[src/hdl/stepper_ramp_step_generator_core_defines.svh]
// Assertion macros for the stepper ramp step generator core.
// Included by the top level; no other dependencies.
`ifndef STEPPER_RAMP_STEP_GENERATOR_CORE_DEFINES_SVH
`define STEPPER_RAMP_STEP_GENERATOR_CORE_DEFINES_SVH

// Same-cycle implication, sampled on clk, off during reset
`define SRSG_ASSERT_NOW(label, ante, cons, msg) \
    label: assert property (@(posedge clk) disable iff (!rst_n) (ante) |-> (cons)) \
        else $error(msg);

// Next-cycle implication, sampled on clk, off during reset
`define SRSG_ASSERT_NEXT(label, ante, cons, msg) \
    label: assert property (@(posedge clk) disable iff (!rst_n) (ante) |=> (cons)) \
        else $error(msg);

`endif

[src/hdl/srsg_pkg.sv]
// Shared types and constants for the stepper ramp step generator.
// No dependencies.
package srsg_pkg;

    localparam int MODE_W     = 2;
    localparam int VALUE_W    = 13;
    localparam int SPEED_W    = 12;
    localparam int RPM_STEP_W = 12;
    localparam int RAMP_W     = 16;
    localparam int TIME_W     = 32;
    localparam int CFG_IDX_W  = 2;
    localparam int CFG_DATA_W = 16;

    localparam int SPEED_MAX         = 2**SPEED_W - 1;
    localparam int MICROS_PER_MINUTE = 60000000;

    localparam int DEF_MAX_RPM          = 4095;
    localparam int DEF_STEPS_PER_REV    = 1600;
    localparam int DEF_MICROS_PER_MILLI = 1000;

    localparam logic [RPM_STEP_W-1:0] RPM_STEP_RESET  = RPM_STEP_W'(10);
    localparam logic [RAMP_W-1:0]     RAMP_INTV_RESET = RAMP_W'(10);

    localparam logic [MODE_W-1:0] MODE_TICK   = 2'd0;
    localparam logic [MODE_W-1:0] MODE_TARGET = 2'd1;
    localparam logic [MODE_W-1:0] MODE_ENABLE = 2'd2;

    localparam logic [CFG_IDX_W-1:0] REG_RPM_STEP  = 2'd0;
    localparam logic [CFG_IDX_W-1:0] REG_RAMP_INTV = 2'd1;

    typedef enum logic [2:0] {
        ST_IDLE,
        ST_RAMP,
        ST_PREP,
        ST_DIV,
        ST_CHECK,
        ST_FINISH
    } ctrl_state_t;

    typedef struct packed {
        logic accept;
        logic ramp;
        logic div_start;
        logic div_step;
        logic step_check;
        logic out_load;
    } cmd_t;

    typedef struct packed {
        logic tick;
        logic run_step;
        logic div_last;
    } sts_t;

endpackage

[src/hdl/srsg_ctrl.sv]
// Sequencer for the step generator: item acceptance, speed ramp, divide pass, step check, result transfer.
// Depends on srsg_pkg.
module srsg_ctrl
    import srsg_pkg::*;
(
    input  logic clk,
    input  logic rst_n,
    input  logic in_valid,
    output logic in_ready,
    output logic out_valid,
    input  logic out_ready,
    input  sts_t sts,
    output cmd_t cmd
);

    ctrl_state_t state_reg;
    ctrl_state_t state_next;
    logic        out_valid_reg;
    logic        out_valid_next;
    logic        out_free;

    assign out_free = !out_valid_reg || out_ready;

    always_comb
    begin
        state_next = state_reg;
        case (state_reg)
            ST_IDLE:
            begin
                if (in_valid)
                begin
                    state_next = ST_RAMP;
                end
            end
            ST_RAMP:
            begin
                state_next = ST_PREP;
            end
            ST_PREP:
            begin
                if (sts.tick && sts.run_step)
                begin
                    state_next = ST_DIV;
                end
                else
                begin
                    state_next = ST_FINISH;
                end
            end
            ST_DIV:
            begin
                if (sts.div_last)
                begin
                    state_next = ST_CHECK;
                end
            end
            ST_CHECK:
            begin
                state_next = ST_FINISH;
            end
            ST_FINISH:
            begin
                if (out_free)
                begin
                    state_next = ST_IDLE;
                end
            end
            default:
            begin
                state_next = ST_IDLE;
            end
        endcase
    end

    always_comb
    begin
        cmd      = '0;
        in_ready = 1'b0;
        case (state_reg)
            ST_IDLE:
            begin
                in_ready   = 1'b1;
                cmd.accept = in_valid;
            end
            ST_RAMP:
            begin
                cmd.ramp = 1'b1;
            end
            ST_PREP:
            begin
                cmd.div_start = sts.tick && sts.run_step;
            end
            ST_DIV:
            begin
                cmd.div_step = 1'b1;
            end
            ST_CHECK:
            begin
                cmd.step_check = 1'b1;
            end
            ST_FINISH:
            begin
                cmd.out_load = out_free;
            end
            default:
            begin
                in_ready = 1'b0;
            end
        endcase
    end

    always_comb
    begin
        if (cmd.out_load)
        begin
            out_valid_next = 1'b1;
        end
        else if (out_ready)
        begin
            out_valid_next = 1'b0;
        end
        else
        begin
            out_valid_next = out_valid_reg;
        end
    end

    always_ff @(posedge clk or negedge rst_n)
    begin
        if (!rst_n)
        begin
            state_reg     <= ST_IDLE;
            out_valid_reg <= 1'b0;
        end
        else
        begin
            state_reg     <= state_next;
            out_valid_reg <= out_valid_next;
        end
    end

    assign out_valid = out_valid_reg;

endmodule

[src/hdl/srsg_datapath.sv]
// Time counters, speed ramp, restoring step-interval divider and result register.
// Depends on srsg_pkg.
module srsg_datapath
    import srsg_pkg::*;
#(
    parameter int MAX_RPM          = DEF_MAX_RPM,
    parameter int STEPS_PER_REV    = DEF_STEPS_PER_REV,
    parameter int MICROS_PER_MILLI = DEF_MICROS_PER_MILLI
)
(
    input  logic                      clk,
    input  logic                      rst_n,
    input  logic                      cfg_valid,
    input  logic [CFG_IDX_W-1:0]      cfg_index,
    input  logic [CFG_DATA_W-1:0]     cfg_data,
    input  logic [MODE_W-1:0]         mode,
    input  logic signed [VALUE_W-1:0] value,
    input  cmd_t                      cmd,
    output sts_t                      sts,
    output logic                      step_pulse,
    output logic [SPEED_W-1:0]        current_speed,
    output logic                      direction,
    output logic                      driver_enabled
);

    localparam int SPD_LIM  = (MAX_RPM > SPEED_MAX) ? SPEED_MAX : MAX_RPM;
    localparam int STEP_NUM = MICROS_PER_MINUTE / STEPS_PER_REV;
    localparam int NUM_W    = $clog2(STEP_NUM + 1);
    localparam int CNT_W    = (NUM_W > 1) ? $clog2(NUM_W) : 1;
    localparam int MIM_W    = $clog2(MICROS_PER_MILLI + 1);

    localparam logic [SPEED_W-1:0] LIM_V      = SPEED_W'(SPD_LIM);
    localparam logic [NUM_W-1:0]   STEP_NUM_V = NUM_W'(STEP_NUM);
    localparam logic [MIM_W-1:0]   MPM_V      = MIM_W'(MICROS_PER_MILLI);
    localparam logic [CNT_W-1:0]   CNT_LAST_V = CNT_W'(NUM_W - 1);

    logic [RPM_STEP_W-1:0] rpm_step_reg;
    logic [RAMP_W-1:0]     ramp_intv_reg;
    logic [TIME_W-1:0]     micro_reg,     micro_next;
    logic [MIM_W-1:0]      mim_reg,       mim_next;
    logic [TIME_W-1:0]     milli_reg,     milli_next;
    logic [TIME_W-1:0]     last_ramp_reg, last_ramp_next;
    logic [TIME_W-1:0]     last_step_reg, last_step_next;
    logic [SPEED_W-1:0]    target_reg,    target_next;
    logic [SPEED_W-1:0]    speed_reg,     speed_next;
    logic                  enabled_reg,   enabled_next;
    logic                  dir_reg,       dir_next;
    logic                  tick_reg,      tick_next;
    logic                  pulse_reg,     pulse_next;
    logic [NUM_W-1:0]      num_reg,       num_next;
    logic [SPEED_W-1:0]    rem_reg,       rem_next;
    logic [CNT_W-1:0]      cnt_reg,       cnt_next;

    logic [MIM_W-1:0]   mim_inc;
    logic               neg;
    logic [VALUE_W-1:0] mag;
    logic [SPEED_W:0]   ramp_up;
    logic [SPEED_W-1:0] ramp_dn;
    logic [SPEED_W-1:0] ramp_val;
    logic [TIME_W-1:0]  ramp_elapsed;
    logic [TIME_W-1:0]  step_elapsed;
    logic [SPEED_W:0]   trial;
    logic               trial_ok;

    assign mim_inc      = mim_reg + MIM_W'(1);
    assign neg          = value[VALUE_W-1];
    assign mag          = neg ? (~value + VALUE_W'(1)) : value;
    assign ramp_elapsed = milli_reg - last_ramp_reg;
    assign step_elapsed = micro_reg - last_step_reg;
    assign trial        = {rem_reg, num_reg[NUM_W-1]};
    assign trial_ok     = trial >= {1'b0, speed_reg};

    always_comb
    begin
        ramp_up = {1'b0, speed_reg} + {{(SPEED_W + 1 - RPM_STEP_W){1'b0}}, rpm_step_reg};
        ramp_dn = (speed_reg > rpm_step_reg) ? (speed_reg - rpm_step_reg) : '0;
        if (speed_reg < target_reg)
        begin
            ramp_val = (ramp_up > {1'b0, target_reg}) ? target_reg : ramp_up[SPEED_W-1:0];
        end
        else if (speed_reg > target_reg)
        begin
            ramp_val = (ramp_dn < target_reg) ? target_reg : ramp_dn;
        end
        else
        begin
            ramp_val = speed_reg;
        end
    end

    always_comb
    begin
        micro_next     = micro_reg;
        mim_next       = mim_reg;
        milli_next     = milli_reg;
        last_ramp_next = last_ramp_reg;
        last_step_next = last_step_reg;
        target_next    = target_reg;
        speed_next     = speed_reg;
        enabled_next   = enabled_reg;
        dir_next       = dir_reg;
        tick_next      = tick_reg;
        pulse_next     = pulse_reg;
        num_next       = num_reg;
        rem_next       = rem_reg;
        cnt_next       = cnt_reg;

        if (cmd.accept)
        begin
            tick_next  = (mode == MODE_TICK);
            pulse_next = 1'b0;
            case (mode)
                MODE_TICK:
                begin
                    micro_next = micro_reg + TIME_W'(1);
                    if (mim_inc >= MPM_V)
                    begin
                        mim_next   = '0;
                        milli_next = milli_reg + TIME_W'(1);
                    end
                    else
                    begin
                        mim_next = mim_inc;
                    end
                end
                MODE_TARGET:
                begin
                    target_next = (mag > {1'b0, LIM_V}) ? LIM_V : mag[SPEED_W-1:0];
                    dir_next    = !neg;
                end
                MODE_ENABLE:
                begin
                    enabled_next = (value != '0);
                    if (value == '0)
                    begin
                        target_next = '0;
                        speed_next  = '0;
                    end
                end
                default:
                begin
                    tick_next = 1'b0;
                end
            endcase
        end

        if (cmd.ramp && tick_reg && (ramp_elapsed >= {{(TIME_W - RAMP_W){1'b0}}, ramp_intv_reg}))
        begin
            last_ramp_next = milli_reg;
            speed_next     = ramp_val;
        end

        if (cmd.div_start)
        begin
            num_next = STEP_NUM_V;
            rem_next = '0;
            cnt_next = '0;
        end

        if (cmd.div_step)
        begin
            // shift in one numerator bit, subtract when it fits, quotient fills from the right
            rem_next = trial_ok ? SPEED_W'(trial - {1'b0, speed_reg}) : trial[SPEED_W-1:0];
            num_next = {num_reg[NUM_W-2:0], trial_ok};
            cnt_next = cnt_reg + CNT_W'(1);
        end

        if (cmd.step_check && (step_elapsed >= {{(TIME_W - NUM_W){1'b0}}, num_reg}))
        begin
            pulse_next     = 1'b1;
            last_step_next = micro_reg;
        end
    end

    always_ff @(posedge clk or negedge rst_n)
    begin
        if (!rst_n)
        begin
            rpm_step_reg  <= RPM_STEP_RESET;
            ramp_intv_reg <= RAMP_INTV_RESET;
            micro_reg     <= '0;
            mim_reg       <= '0;
            milli_reg     <= '0;
            last_ramp_reg <= '0;
            last_step_reg <= '0;
            target_reg    <= '0;
            speed_reg     <= '0;
            enabled_reg   <= 1'b0;
            dir_reg       <= 1'b1;
            tick_reg      <= 1'b0;
            pulse_reg     <= 1'b0;
            cnt_reg       <= '0;
        end
        else
        begin
            if (cfg_valid)
            begin
                case (cfg_index)
                    REG_RPM_STEP:
                    begin
                        rpm_step_reg <= cfg_data[RPM_STEP_W-1:0];
                    end
                    REG_RAMP_INTV:
                    begin
                        ramp_intv_reg <= cfg_data[RAMP_W-1:0];
                    end
                    default:
                    begin
                        rpm_step_reg <= rpm_step_reg;
                    end
                endcase
            end
            micro_reg     <= micro_next;
            mim_reg       <= mim_next;
            milli_reg     <= milli_next;
            last_ramp_reg <= last_ramp_next;
            last_step_reg <= last_step_next;
            target_reg    <= target_next;
            speed_reg     <= speed_next;
            enabled_reg   <= enabled_next;
            dir_reg       <= dir_next;
            tick_reg      <= tick_next;
            pulse_reg     <= pulse_next;
            cnt_reg       <= cnt_next;
        end
    end

    always_ff @(posedge clk)
    begin
        num_reg <= num_next;
        rem_reg <= rem_next;
        if (cmd.out_load)
        begin
            step_pulse     <= pulse_reg;
            current_speed  <= speed_reg;
            direction      <= dir_reg;
            driver_enabled <= enabled_reg;
        end
    end

    assign sts.tick     = tick_reg;
    assign sts.run_step = enabled_reg && (speed_reg != '0);
    assign sts.div_last = (cnt_reg == CNT_LAST_V);

endmodule

[src/hdl/stepper_ramp_step_generator_core.sv]
// Top level of the stepper ramp step generator: controller plus datapath.
// Depends on srsg_pkg, srsg_ctrl, srsg_datapath and the core defines header.
//
//   channel | signals                                           | dir
//   --------+---------------------------------------------------+-----
//   input   | in_valid, in_ready, mode, value                   | in
//   result  | out_valid, out_ready, step_pulse, current_speed,  | out
//           | direction, driver_enabled                         |
//   config  | cfg_valid, cfg_ready, cfg_index, cfg_data         | in
//
// A tick with stepping active goes through the ramp, prepare, divide and check states
// before its result loads in the finish state; the restoring divider yields one quotient
// bit per cycle over NUM_W, the bit count of 60000000 / STEPS_PER_REV (16 by default). Other
// items go from prepare straight to finish; the next input is taken in the cycle after the load.
// Reset gives target and speed 0, forward, disabled. A stalled result holds the core
// in its final state until the result register accepts the new result.
`include "stepper_ramp_step_generator_core_defines.svh"

module stepper_ramp_step_generator_core
    import srsg_pkg::*;
#(
    parameter int MAX_RPM          = DEF_MAX_RPM,
    parameter int STEPS_PER_REV    = DEF_STEPS_PER_REV,
    parameter int MICROS_PER_MILLI = DEF_MICROS_PER_MILLI
)
(
    input  logic                      clk,
    input  logic                      rst_n,
    input  logic                      in_valid,
    output logic                      in_ready,
    input  logic [MODE_W-1:0]         mode,
    input  logic signed [VALUE_W-1:0] value,
    output logic                      out_valid,
    input  logic                      out_ready,
    output logic                      step_pulse,
    output logic [SPEED_W-1:0]        current_speed,
    output logic                      direction,
    output logic                      driver_enabled,
    input  logic                      cfg_valid,
    output logic                      cfg_ready,
    input  logic [CFG_IDX_W-1:0]      cfg_index,
    input  logic [CFG_DATA_W-1:0]     cfg_data
);

    cmd_t cmd;
    sts_t sts;

    assign cfg_ready = 1'b1;

    srsg_ctrl u_ctrl
    (
        .clk       (clk),
        .rst_n     (rst_n),
        .in_valid  (in_valid),
        .in_ready  (in_ready),
        .out_valid (out_valid),
        .out_ready (out_ready),
        .sts       (sts),
        .cmd       (cmd)
    );

    srsg_datapath
    #(
        .MAX_RPM          (MAX_RPM),
        .STEPS_PER_REV    (STEPS_PER_REV),
        .MICROS_PER_MILLI (MICROS_PER_MILLI)
    )
    u_datapath
    (
        .clk            (clk),
        .rst_n          (rst_n),
        .cfg_valid      (cfg_valid),
        .cfg_index      (cfg_index),
        .cfg_data       (cfg_data),
        .mode           (mode),
        .value          (value),
        .cmd            (cmd),
        .sts            (sts),
        .step_pulse     (step_pulse),
        .current_speed  (current_speed),
        .direction      (direction),
        .driver_enabled (driver_enabled)
    );

    `SRSG_ASSERT_NEXT(a_busy_after_accept, in_valid && in_ready, !in_ready,
        "input taken again right after a transfer")
    `SRSG_ASSERT_NOW(a_no_result_overwrite, cmd.out_load, !out_valid || out_ready,
        "result loaded over a pending result")
    `SRSG_ASSERT_NEXT(a_div_then_check, cmd.div_step && sts.div_last, cmd.step_check,
        "step check missing after last divide step")
    `SRSG_ASSERT_NOW(a_div_only_when_stepping, cmd.div_start, sts.tick && sts.run_step,
        "divide started without an active tick")

endmodule

[config.mk]
export PLATFORM = sky130hd
export DESIGN_NAME = stepper_ramp_step_generator_core
export DESIGN_NICKNAME = d
export VERILOG_FILES = /design/src/hdl/srsg_pkg.sv /design/src/hdl/srsg_ctrl.sv /design/src/hdl/srsg_datapath.sv /design/src/hdl/stepper_ramp_step_generator_core.sv
export VERILOG_INCLUDE_DIRS = /design/src /design/src/hdl
export SDC_FILE = /design/constraint.sdc
export NUM_CORES = 1
export LEC_CHECK = 0
export BUFFER_PORTS_ARGS = -buffer_cell sky130_fd_sc_hd__buf_2
export CAP_MARGIN = 5
export CORE_UTILIZATION = 40
export CTS_CLUSTER_SIZE = 10
export DETAILED_ROUTE_END_ITERATION = 6
export GPL_ROUTABILITY_DRIVEN = 0
export GPL_TIMING_DRIVEN = 0
export PLACE_DENSITY = 0.56
export SYNTH_ARGS = -nofsm -noshare
export SYNTH_HDL_FRONTEND = slang
export SYNTH_SLANG_ARGS = --single-unit
[constraint.sdc]
create_clock -name clk -period 6.7 [get_ports clk]
set_input_delay 0.67 -clock clk [delete_from_list [all_inputs] [get_ports clk]]
set_output_delay 0.67 -clock clk [all_outputs]
set_load 0.02 [all_outputs]
==> reports/qor.txt, run 1 <==
status: completed
syn_nets: 2077
number of synthesized register bits: 245
I/O Buffers: 54
Tmin final: 6360 ps
Final period util: 95.0%
critical-path cell list: inv_1, ha_1, fa_1, nor2b_4, o31a_1, a211o_2, a31oi_1, nor2_1, nor2_1, xnor2_1, ha_1, a211o_1, or3_1, a211o_1, a41oi_1, nor3_1, or4_1, or4_1, or4_4, nand2b_2, buf_6, buf_12, mux2_4
switching portion of total power: 41.5%
final core utilization: 44.9%
Setup Skew: 19.8 ps
worst-path maximum fanout: 10
Post-synth ARST share: 82.4%
vias in the first global route: 13400
initial antenna violation count: 0
vias after detailed routing: 13600
dpl hpwl: 31200 um
synth unique cells: 79
nets: 2164
endpoint type of the worst setup path: register
YS warnings: 0
Critical Path Source Type: register
max-cap violations: 0
Starting DRT DRC Count: 694
hold-fix buffer count after cts: 0
CTS Buf Count: 30
Pleak: 9.28 nW
first-pass GRT wire length: 68700 um
Syn Inst Count: 1863
per-cell routed wire length: 16.0 um
Register-to-Register Path Depth: 23
gr ovfl total: 0
Clk pwr share: 20.4%
largest net degree at the start of global routing: 106
H-tree depth: 1
n_diodes: 0
post-route insts no fill: 2552
sequential area share after synthesis: 36.5%
Post-synth top flop: dfrtp_1
CP peak stage delay: 560 ps
Final Hold Violating Endpoints: 0
net switching power: 3.01 mW
Starting Density: 40.4%
TritonCTS clock tree: yes
IO Count: 56
Area growth, synth to finish: 11.1%
final WL: 40900 um
CP arrival: 6810 ps
leading cell type in the layout, fill and taps excluded: dfrtp_1
Final ANT Viol Nets: 0
# DRC: 0
vias per cell: 5.33
Crit-path slowest cell: or4_4
gr usage total: 18.8%
Synth Cell Area: 17400 um2
CTS sink count: 245
layout cells sized above 1: 10.7%
Comb pwr share: 51.5%
cell row count: 76
final setup violating endpoints: 0
Max clock buf depth: 3
most frequent cells in the layout: 197 x dfrtp_1, 175 x inv_1, 171 x ha_1
PwrDens: 375 nW/um2
post_cts resized: 1
HP Class: input pin to async pin
Post-synth EDFFs: 43
Final Max Tran Viols: 0
CTS root buf: clkbuf_16
Slew headroom: 12.3%
P_int: 4.23 mW
Seq pwr share: 28.1%
Die X: 210 um
die area: 44300 um2
post-CTS setup buffer count: 0
Slew @ Worst Pin: 1310 ps
Fmax achieved: 157 MHz
Die H: 210 um
Clock transition at path regs: 60 ps
Worst EP required: 7140 ps
hold_ws: 164 ps
clock latency on the worst-skew pair: 580 ps
Post-Syn Area per Cell: 9.33 um2
Max VDD drop: 0.240 mV
placed cells: 2503
Crit Path Category: register to register
core area: 43000 um2
DR pass1 iterations: 5
-- power groups by stage --
stage | clock network, mW | registers [mW] | logic, mW
after floorplan | 0 | 1.95 | 2.87
after global placement | 0 | 2.05 | 3.64
after detailed placement | 0 | 2.06 | 3.72
after CTS | 1.54 | 2.03 | 3.75
after global routing | 1.59 | 2.06 | 4.22
final | 1.48 | 2.03 | 3.73
-- cell usage after synthesis (all sizes together) (7+ instances only) --
master  number  area (um2)
a211o        7        62.6
a211oi      16         133
a21o        38         285
a21oi      113         566
a22o        14         123
a31o         7        61.3
a31oi       14        87.6
and2        11        68.8
and3        32         200
and4         8        70.1
buf          9        98.8
clkbuf      44         165
dfrtp      197        4930
edfxtp      43        1290
ha         171        2140
inv        175         657
mux2        82        1020
mux2i       26         260
nand2      167         627
nand2b      18         115
nand3       45         225
nand4       33         206
nor2       119         447
nor2b       20         133
nor3        36         180
nor3b        9        67.6
nor4        10        62.6
o211ai       8        60.1
o21a        21         158
o21ai      112         561
o21bai       8        60.1
o22ai       10        62.6
o31ai       11        82.6
or3         10        62.6
xnor2       85         744
xor2        40         350
-- final cells by class --
type,count,area (um2)
Clock inverter,5,36.3
Inverter,176,661
Sequential cell,245,6350
Buffer,53,264
Clock buffer,44,843
Timing Repair Buffer,55,308
Tap cell,585,732
Fill cell,4265,23700
Multi-Input combinational cell,1389,10100
-- routing by layer --
layer	GRT usage [%]	up-vias	part of all wire, %
li1	-	6814	-
met2	30.6	216	45
met1	26.6	6523	49
met3	2.09	45	3.7
met5	0	-	0
met4	4.40	0	1.9
-- cell families (layout without fill, tap and decap cells) --
| group | after synthesis | count (layout) | synth area share, % |
|---|---|---|---|
| flops | 245 | 245 | 36.5 |
| simple gates | 539 | 539 | 15.1 |
| compound gates | 440 | 440 | 16.4 |
| other cells | 1 | 1 | 0.0216 |
| buf+inv | 229 | 333 | 5.32 |
| mux | 108 | 108 | 7.39 |
| fa+ha+maj | 176 | 176 | 12.9 |
| xor+xnor | 125 | 125 | 6.30 |
-- per-stage QoR --
step / setup slack, ps / setup TNS, ps / instance area [um2] / total power, mW
final: 336 / 0 / 19300 / 7.24
after CTS: 91.3 / 0 / 19300 / 7.31
after floorplan: 1010 / 0 / 17400 / 4.82
after global routing: -11.2 / -22.2 / 19300 / 7.87
after global placement: -101 / -2340 / 18400 / 5.69
after detailed placement: -64.0 / -1410 / 18400 / 5.78
-- worst max-delay path: cells and delay by family, from the launching register on --
kind            cells  cell delay [ps]
simple gates        9             2460
compound gates      6             1700
xor+xnor            1              170
mux                 1              310
fa+ha+maj           3              760
buf+inv             3              400
flops               1              420
-- path summary, 6_finish.rpt --
check	from	end	slack, ps
worst max-delay path	u_datapath.milli_reg[0]	u_datapath.last_ramp_reg[17]	340
worst min-delay path	rst_n	u_datapath.micro_reg[19]	160
worst max register to register	u_datapath.milli_reg[0]	u_datapath.last_ramp_reg[17]	340
worst min register to register	u_datapath.pulse_reg	u_datapath.step_pulse	450
max in group asynchronous	rst_n	u_datapath.rpm_step_reg[3]	5520
min in group clk	cfg_data[9]	u_datapath.rpm_step_reg[9]	330
No activity file was read; power rests on OpenSTA's default activity.
==> run 2: changes to the inputs <==
--- a/config.mk
+++ b/config.mk
@@ -8,12 +8,13 @@
 export LEC_CHECK = 0
 export BUFFER_PORTS_ARGS = -buffer_cell sky130_fd_sc_hd__buf_2
 export CAP_MARGIN = 5
+export CELL_PAD_IN_SITES_DETAIL_PLACEMENT = 1
+export CELL_PAD_IN_SITES_GLOBAL_PLACEMENT = 1
 export CORE_UTILIZATION = 40
 export CTS_CLUSTER_SIZE = 10
 export DETAILED_ROUTE_END_ITERATION = 6
 export GPL_ROUTABILITY_DRIVEN = 0
-export GPL_TIMING_DRIVEN = 0
-export PLACE_DENSITY = 0.56
+export PLACE_DENSITY = 0.69
 export SYNTH_ARGS = -nofsm -noshare
 export SYNTH_HDL_FRONTEND = slang
 export SYNTH_SLANG_ARGS = --single-unit
==> reports/qor.txt, run 2 (same netlist as run 1, synthesis figures left out) <==
status: completed
core area: 43000 um2 (unchanged)
Worst EP required: 7120 ps (-20 ps)
Pleak: 9.35 nW (+0.85%)
Max VDD drop: 0.314 mV (+31%)
Setup Skew: 24.4 ps (+4.60 ps)
gr ovfl total: 0 (unchanged)
final setup violating endpoints: 0 (unchanged)
endpoint type of the worst setup path: register
filler cell count: 4968 (+16%)
first-pass GRT wire length: 77100 um (+12%)
IO Count: 56 (unchanged)
Starting Density: 40.4% (unchanged)
Area growth, synth to finish: 11.7%
Fmax achieved: 157 MHz (about the same)
vias after detailed routing: 13800 (+1.5%)
final WL: 45600 um (+12%)
Total Power: 7.75 mW (+7.0%)
post-CTS setup buffer count: 0 (unchanged)
leading cell type in the layout, fill and taps excluded: dfrtp_1
worst-path maximum fanout: 26 (+16)
most frequent cells in the layout: 197 x dfrtp_1, 175 x inv_1, 171 x ha_1
Starting DRT DRC Count: 557 (-20%)
Final Hold Violating Endpoints: 0 (unchanged)
CTS Buf Count: 34 (+13%)
per-cell routed wire length: 18.1 um (+13%)
total negative slack: 0 ps (unchanged)
largest net degree at the start of global routing: 75 (-29%)
I/O Buffers: 54 (unchanged)
dpl hpwl: 34700 um (+11%)
CP peak stage delay: 560 ps (about the same)
die area: 44300 um2 (unchanged)
post_cts resized: 0 (-1)
Final Max Tran Viols: 0 (unchanged)
layout cells sized above 1: 11.4% (+0.75 points)
cell row count: 76 (unchanged)
initial antenna violation count: 0 (unchanged)
Die X: 210 um (unchanged)
H-tree depth: 2 (+1)
PwrDens: 399 nW/um2 (+6.4%)
CTS root buf: clkbuf_16
Final ANT Viol Nets: 0 (unchanged)
Clock transition at path regs: 60 ps (about the same)
# DRC: 0 (unchanged)
Final period util: 95.1% (about the same)
RSZ-0062 raised after global routing: no
critical-path cell list: inv_1, ha_1, fa_1, nor2b_4, o31a_1, a211o_2, a31oi_1, nor2_1, nor2_1, xnor2_1, ha_1, a211o_1, or3_1, a211o_1, a41oi_1, nor3_1, or4_1, or4_1, or4_4, nand2b_4, buf_12, mux2_4
gr usage total: 21.3% (+2.6 points)
Tmin final: 6370 ps (+4.94 ps)
Slew @ Worst Pin: 972 ps (-333 ps)
TritonCTS clock tree: yes
max-cap violations: 0 (unchanged)
clock latency on the worst-skew pair: 550 ps (-30 ps)
DR pass1 iterations: 5 (unchanged)
HP Class: input pin to async pin
Die H: 210 um (unchanged)
Critical Path Source Type: register
nets: 2124 (-1.8%)
vias in the first global route: 14800 (+11%)
Crit Path Category: register to register
n_diodes: 0 (unchanged)
Crit-path slowest cell: or4_4
CP arrival: 6790 ps (-20 ps)
vias per cell: 5.48 (+2.8%)
CTS sink count: 245 (unchanged)
Slew headroom: 35.2% (+23 points)
hold-fix buffer count after cts: 0 (unchanged)
Max clock buf depth: 3 (unchanged)
## run 2: cell types whose count changed in the layout (fill, tap and decap cells not counted), moves of 2 or more
cell,change
buf_1,-2
buf_12,-2
buf_4,+7
bufinv_16,+4
clkbuf_1,-41
clkbuf_16,+5
clkbuf_8,-2
clkinv_16,+3
## run 2: area by class of cell
cell class	count	area, um2	area share, %
Clock buffer	49	938	4.83
Clock inverter	11	234	1.20
Inverter	176	661	3.40
Multi-Input combinational cell	1389	10100	52.2
Sequential cell	245	6350	32.7
Tap cell	585	732	3.77
Timing Repair Buffer	64	367	1.89
## run 2: stage by stage
step	utilization, %	hold WS (ps)	cell area (um2)	cells	worst slack (ps)
2_1_floorplan	-	374	17400	1863	1010
3_3_place_gp	42.4	436	18200	2459	492
3_5_place_dp	42.4	439	18200	2459	265
4_1_cts	45.2	112	19400	2519	228
5_1_grt	45.2	132	19400	2519	61.1
6_report	45.2	101	19400	2519	331
## run 2: metal layers
metal,global-route usage [%],share of wire [%]
met5,0,0
met4,6.30,2.3
met3,2.62,2.5
met2,35.9,47
met1,28.7,48
## run 2: path summary, 6_finish.rpt
check | start | to | slack, ps | depth (start not counted)
min | rst_n | u_datapath.micro_reg[28] | 100 | 1
min reg2reg | u_datapath.pulse_reg | u_datapath.step_pulse | 450 | 0
min in group clk | cfg_data[12] | u_datapath.ramp_intv_reg[12] | 350 | 2
max | u_datapath.milli_reg[0] | u_datapath.last_ramp_reg[24] | 330 | 22
max in group asynchronous | rst_n | u_datapath.ramp_intv_reg[11] | 5190 | 2
max reg2reg | u_datapath.milli_reg[0] | u_datapath.last_ramp_reg[24] | 330 | 22
## run 2: critical path, delay by kind of cell, from the launching register on
kind | cells | cell delay (ps)
buf+inv | 2 | 350
flops | 1 | 430
fa+ha+maj | 3 | 760
simple gates | 9 | 2460
mux | 1 | 320
compound gates | 6 | 1720
xor+xnor | 1 | 160
## run 2: power by group
group	internal [mW]	leakage (nW)	switching [mW]
sequential	1.77	3.06	0.271
clock	1.15	0.560	0.722
combinational	1.61	5.73	2.23
==> run 3: changes to the inputs <==
--- a/config.mk
+++ b/config.mk
@@ -14,6 +14,7 @@
 export CTS_CLUSTER_SIZE = 10
 export DETAILED_ROUTE_END_ITERATION = 6
 export GPL_ROUTABILITY_DRIVEN = 0
+export MAX_ROUTING_LAYER = met4
 export PLACE_DENSITY = 0.69
 export SYNTH_ARGS = -nofsm -noshare
 export SYNTH_HDL_FRONTEND = slang
==> reports/qor.txt, run 3 (same netlist as run 1, synthesis figures left out) <==
status: completed
RSZ-0062 raised after global routing: no
worst-path maximum fanout: 26 (unchanged)
Die H: 210 um (unchanged)
Clock transition at path regs: 60 ps (about the same)
Die X: 210 um (unchanged)
Max VDD drop: 0.314 mV (about the same)
gr ovfl total: 0 (unchanged)
P_int: 4.52 mW (about the same)
CTS sink count: 245 (unchanged)
Final ANT Viol Nets: 0 (unchanged)
DR pass1 iterations: 5 (unchanged)
vias after detailed routing: 13800 (+0.33%)
clock latency on the worst-skew pair: 550 ps (about the same)
PwrDens: 399 nW/um2 (about the same)
Setup Skew: 24.6 ps (+0.228 ps)
CP arrival: 6790 ps (about the same)
gr usage total: 22.0% (+0.65 points)
final WL: 45600 um (about the same)
Tmin final: 6370 ps (+4.24 ps)
# DRC: 0 (unchanged)
largest net degree at the start of global routing: 75 (unchanged)
Slew @ Worst Pin: 973 ps (+0.521 ps)
leading cell type in the layout, fill and taps excluded: dfrtp_1
layout cells sized above 1: 11.4% (unchanged)
Slew headroom: 35.1% (about the same)
Starting Density: 40.4% (unchanged)
Clk pwr share: 24.2% (about the same)
Seq pwr share: 26.3% (about the same)
die area: 44300 um2 (unchanged)
n_diodes: 0 (unchanged)
cell row count: 76 (unchanged)
Final Max Tran Viols: 0 (unchanged)
initial antenna violation count: 0 (unchanged)
Final period util: 95.1% (about the same)
Pleak: 9.35 nW (unchanged)
vias in the first global route: 14800 (+0.027%)
HP Class: input pin to async pin
per-cell routed wire length: 18.1 um (about the same)
first-pass GRT wire length: 77100 um (about the same)
net switching power: 3.23 mW (+0.11%)
final setup violating endpoints: 0 (unchanged)
endpoint type of the worst setup path: register
CTS root buf: clkbuf_16
hold_ws: 99.8 ps (-1.59 ps)
filler cell count: 4968 (unchanged)
Crit-path slowest cell: or4_4
core area: 43000 um2 (unchanged)
switching portion of total power: 41.7% (about the same)
Max clock buf depth: 3 (unchanged)
TritonCTS clock tree: yes
critical-path cell list: inv_1, ha_1, fa_1, nor2b_4, o31a_1, a211o_2, a31oi_1, nor2_1, nor2_1, xnor2_1, ha_1, a211o_1, or3_1, a211o_1, a41oi_1, nor3_1, or4_1, or4_1, or4_4, nand2b_4, buf_12, mux2_4
nets: 2124 (unchanged)
CTS Buf Count: 34 (unchanged)
dpl hpwl: 34700 um (unchanged)
Fmax achieved: 157 MHz (about the same)
Crit Path Category: register to register
most frequent cells in the layout: 197 x dfrtp_1, 175 x inv_1, 171 x ha_1
CP delay by family, top: simple AND/OR/NAND/NOR gates
I/O Buffers: 54 (unchanged)
CP peak stage delay: 560 ps (about the same)
Worst EP required: 7120 ps (about the same)
Area growth, synth to finish: 11.7% (unchanged)
max-cap violations: 0 (unchanged)
vias per cell: 5.50 (+0.33%)
Buf/Inv on CP: 2 (unchanged)
Final Hold Violating Endpoints: 0 (unchanged)
Starting DRT DRC Count: 606 (+8.8%)
total negative slack: 0 ps (unchanged)
Comb pwr share: 49.6% (about the same)
IO Count: 56 (unchanged)
Critical Path Source Type: register
H-tree depth: 2 (unchanged)
[run 3: cell counts in the layout (fill, tap and decap cells not counted)]
No cell type changed its count.
[run 3: timing repair]
action	in CTS	in global routing
resized for setup	0	1
hold endpoints to repair	0	0
setup endpoints to repair	0	20
hold buffers	0	0
setup buffers	0	0
[run 3: worst register-to-register path, cell delays in order (launching register included)]
cell and delay [ps]:
dfrtp_1 430, inv_1 110, ha_1 200, fa_1 280, nor2b_4 60, o31a_1 270
a211o_2 370, a31oi_1 290, nor2_1 90, nor2_1 120, xnor2_1 160, ha_1 280
a211o_1 320, or3_1 330, a211o_1 280, a41oi_1 190, nor3_1 90, or4_1 500
or4_1 520, or4_4 560, nand2b_4 190, buf_12 240, mux2_4 350
[run 3: final cells by class]
type	instances	area (um2)	share of cell area (%)
tap	585	732	3.77
sequential	245	6350	32.7
inverter	176	661	3.40
clock buffer	49	938	4.83
clock inverter	11	234	1.20
timing repair buffer	64	367	1.89
multi-input combinational	1389	10100	52.2
[run 3: through the flow]
stage	std cells	util [%]	power, mW	worst slack [ps]	area [um2]
floorplan	1863	-	4.82	1010	17400
global placement	2459	42.4	5.74	492	18200
detailed placement	2459	42.4	5.89	265	18200
CTS	2519	45.2	7.83	228	19400
global route	2519	45.2	8.37	56.2	19400
finish	2519	45.2	7.75	327	19400
[run 3: path summary, 6_finish.rpt]
path | end | start | cells after the start | slack (ps)
setup / recovery | u_datapath.last_ramp_reg[24] | u_datapath.milli_reg[0] | 22 | 330
hold / removal | u_datapath.micro_reg[28] | rst_n | 1 | 100
setup reg to reg | u_datapath.last_ramp_reg[24] | u_datapath.milli_reg[0] | 22 | 330
hold reg to reg | u_datapath.step_pulse | u_datapath.pulse_reg | 0 | 450
max in group asynchronous | u_datapath.ramp_intv_reg[11] | rst_n | 2 | 5200
min in group clk | u_datapath.ramp_intv_reg[12] | cfg_data[12] | 2 | 350
[run 3: power groups by stage]
stage	logic (mW)	registers, mW	clock network [mW]
2_1_floorplan	2.87	1.95	0
3_3_place_gp	3.69	2.05	0
3_5_place_dp	3.83	2.06	0
4_1_cts	3.86	2.04	1.93
5_1_grt	4.32	2.07	1.98
6_report	3.84	2.04	1.87
[run 3: per-layer routing]
| metal | vias up | routed length (um) | track usage (%) |
|---|---|---|---|
| li1 | 6733 | - | - |
| met1 | 6908 | 21800 | 28.7 |
| met2 | 149 | 21600 | 36.0 |
| met3 | 58 | 1120 | 2.61 |
| met4 | 0 | 1050 | 6.30 |
| met5 | - | 0 | - |
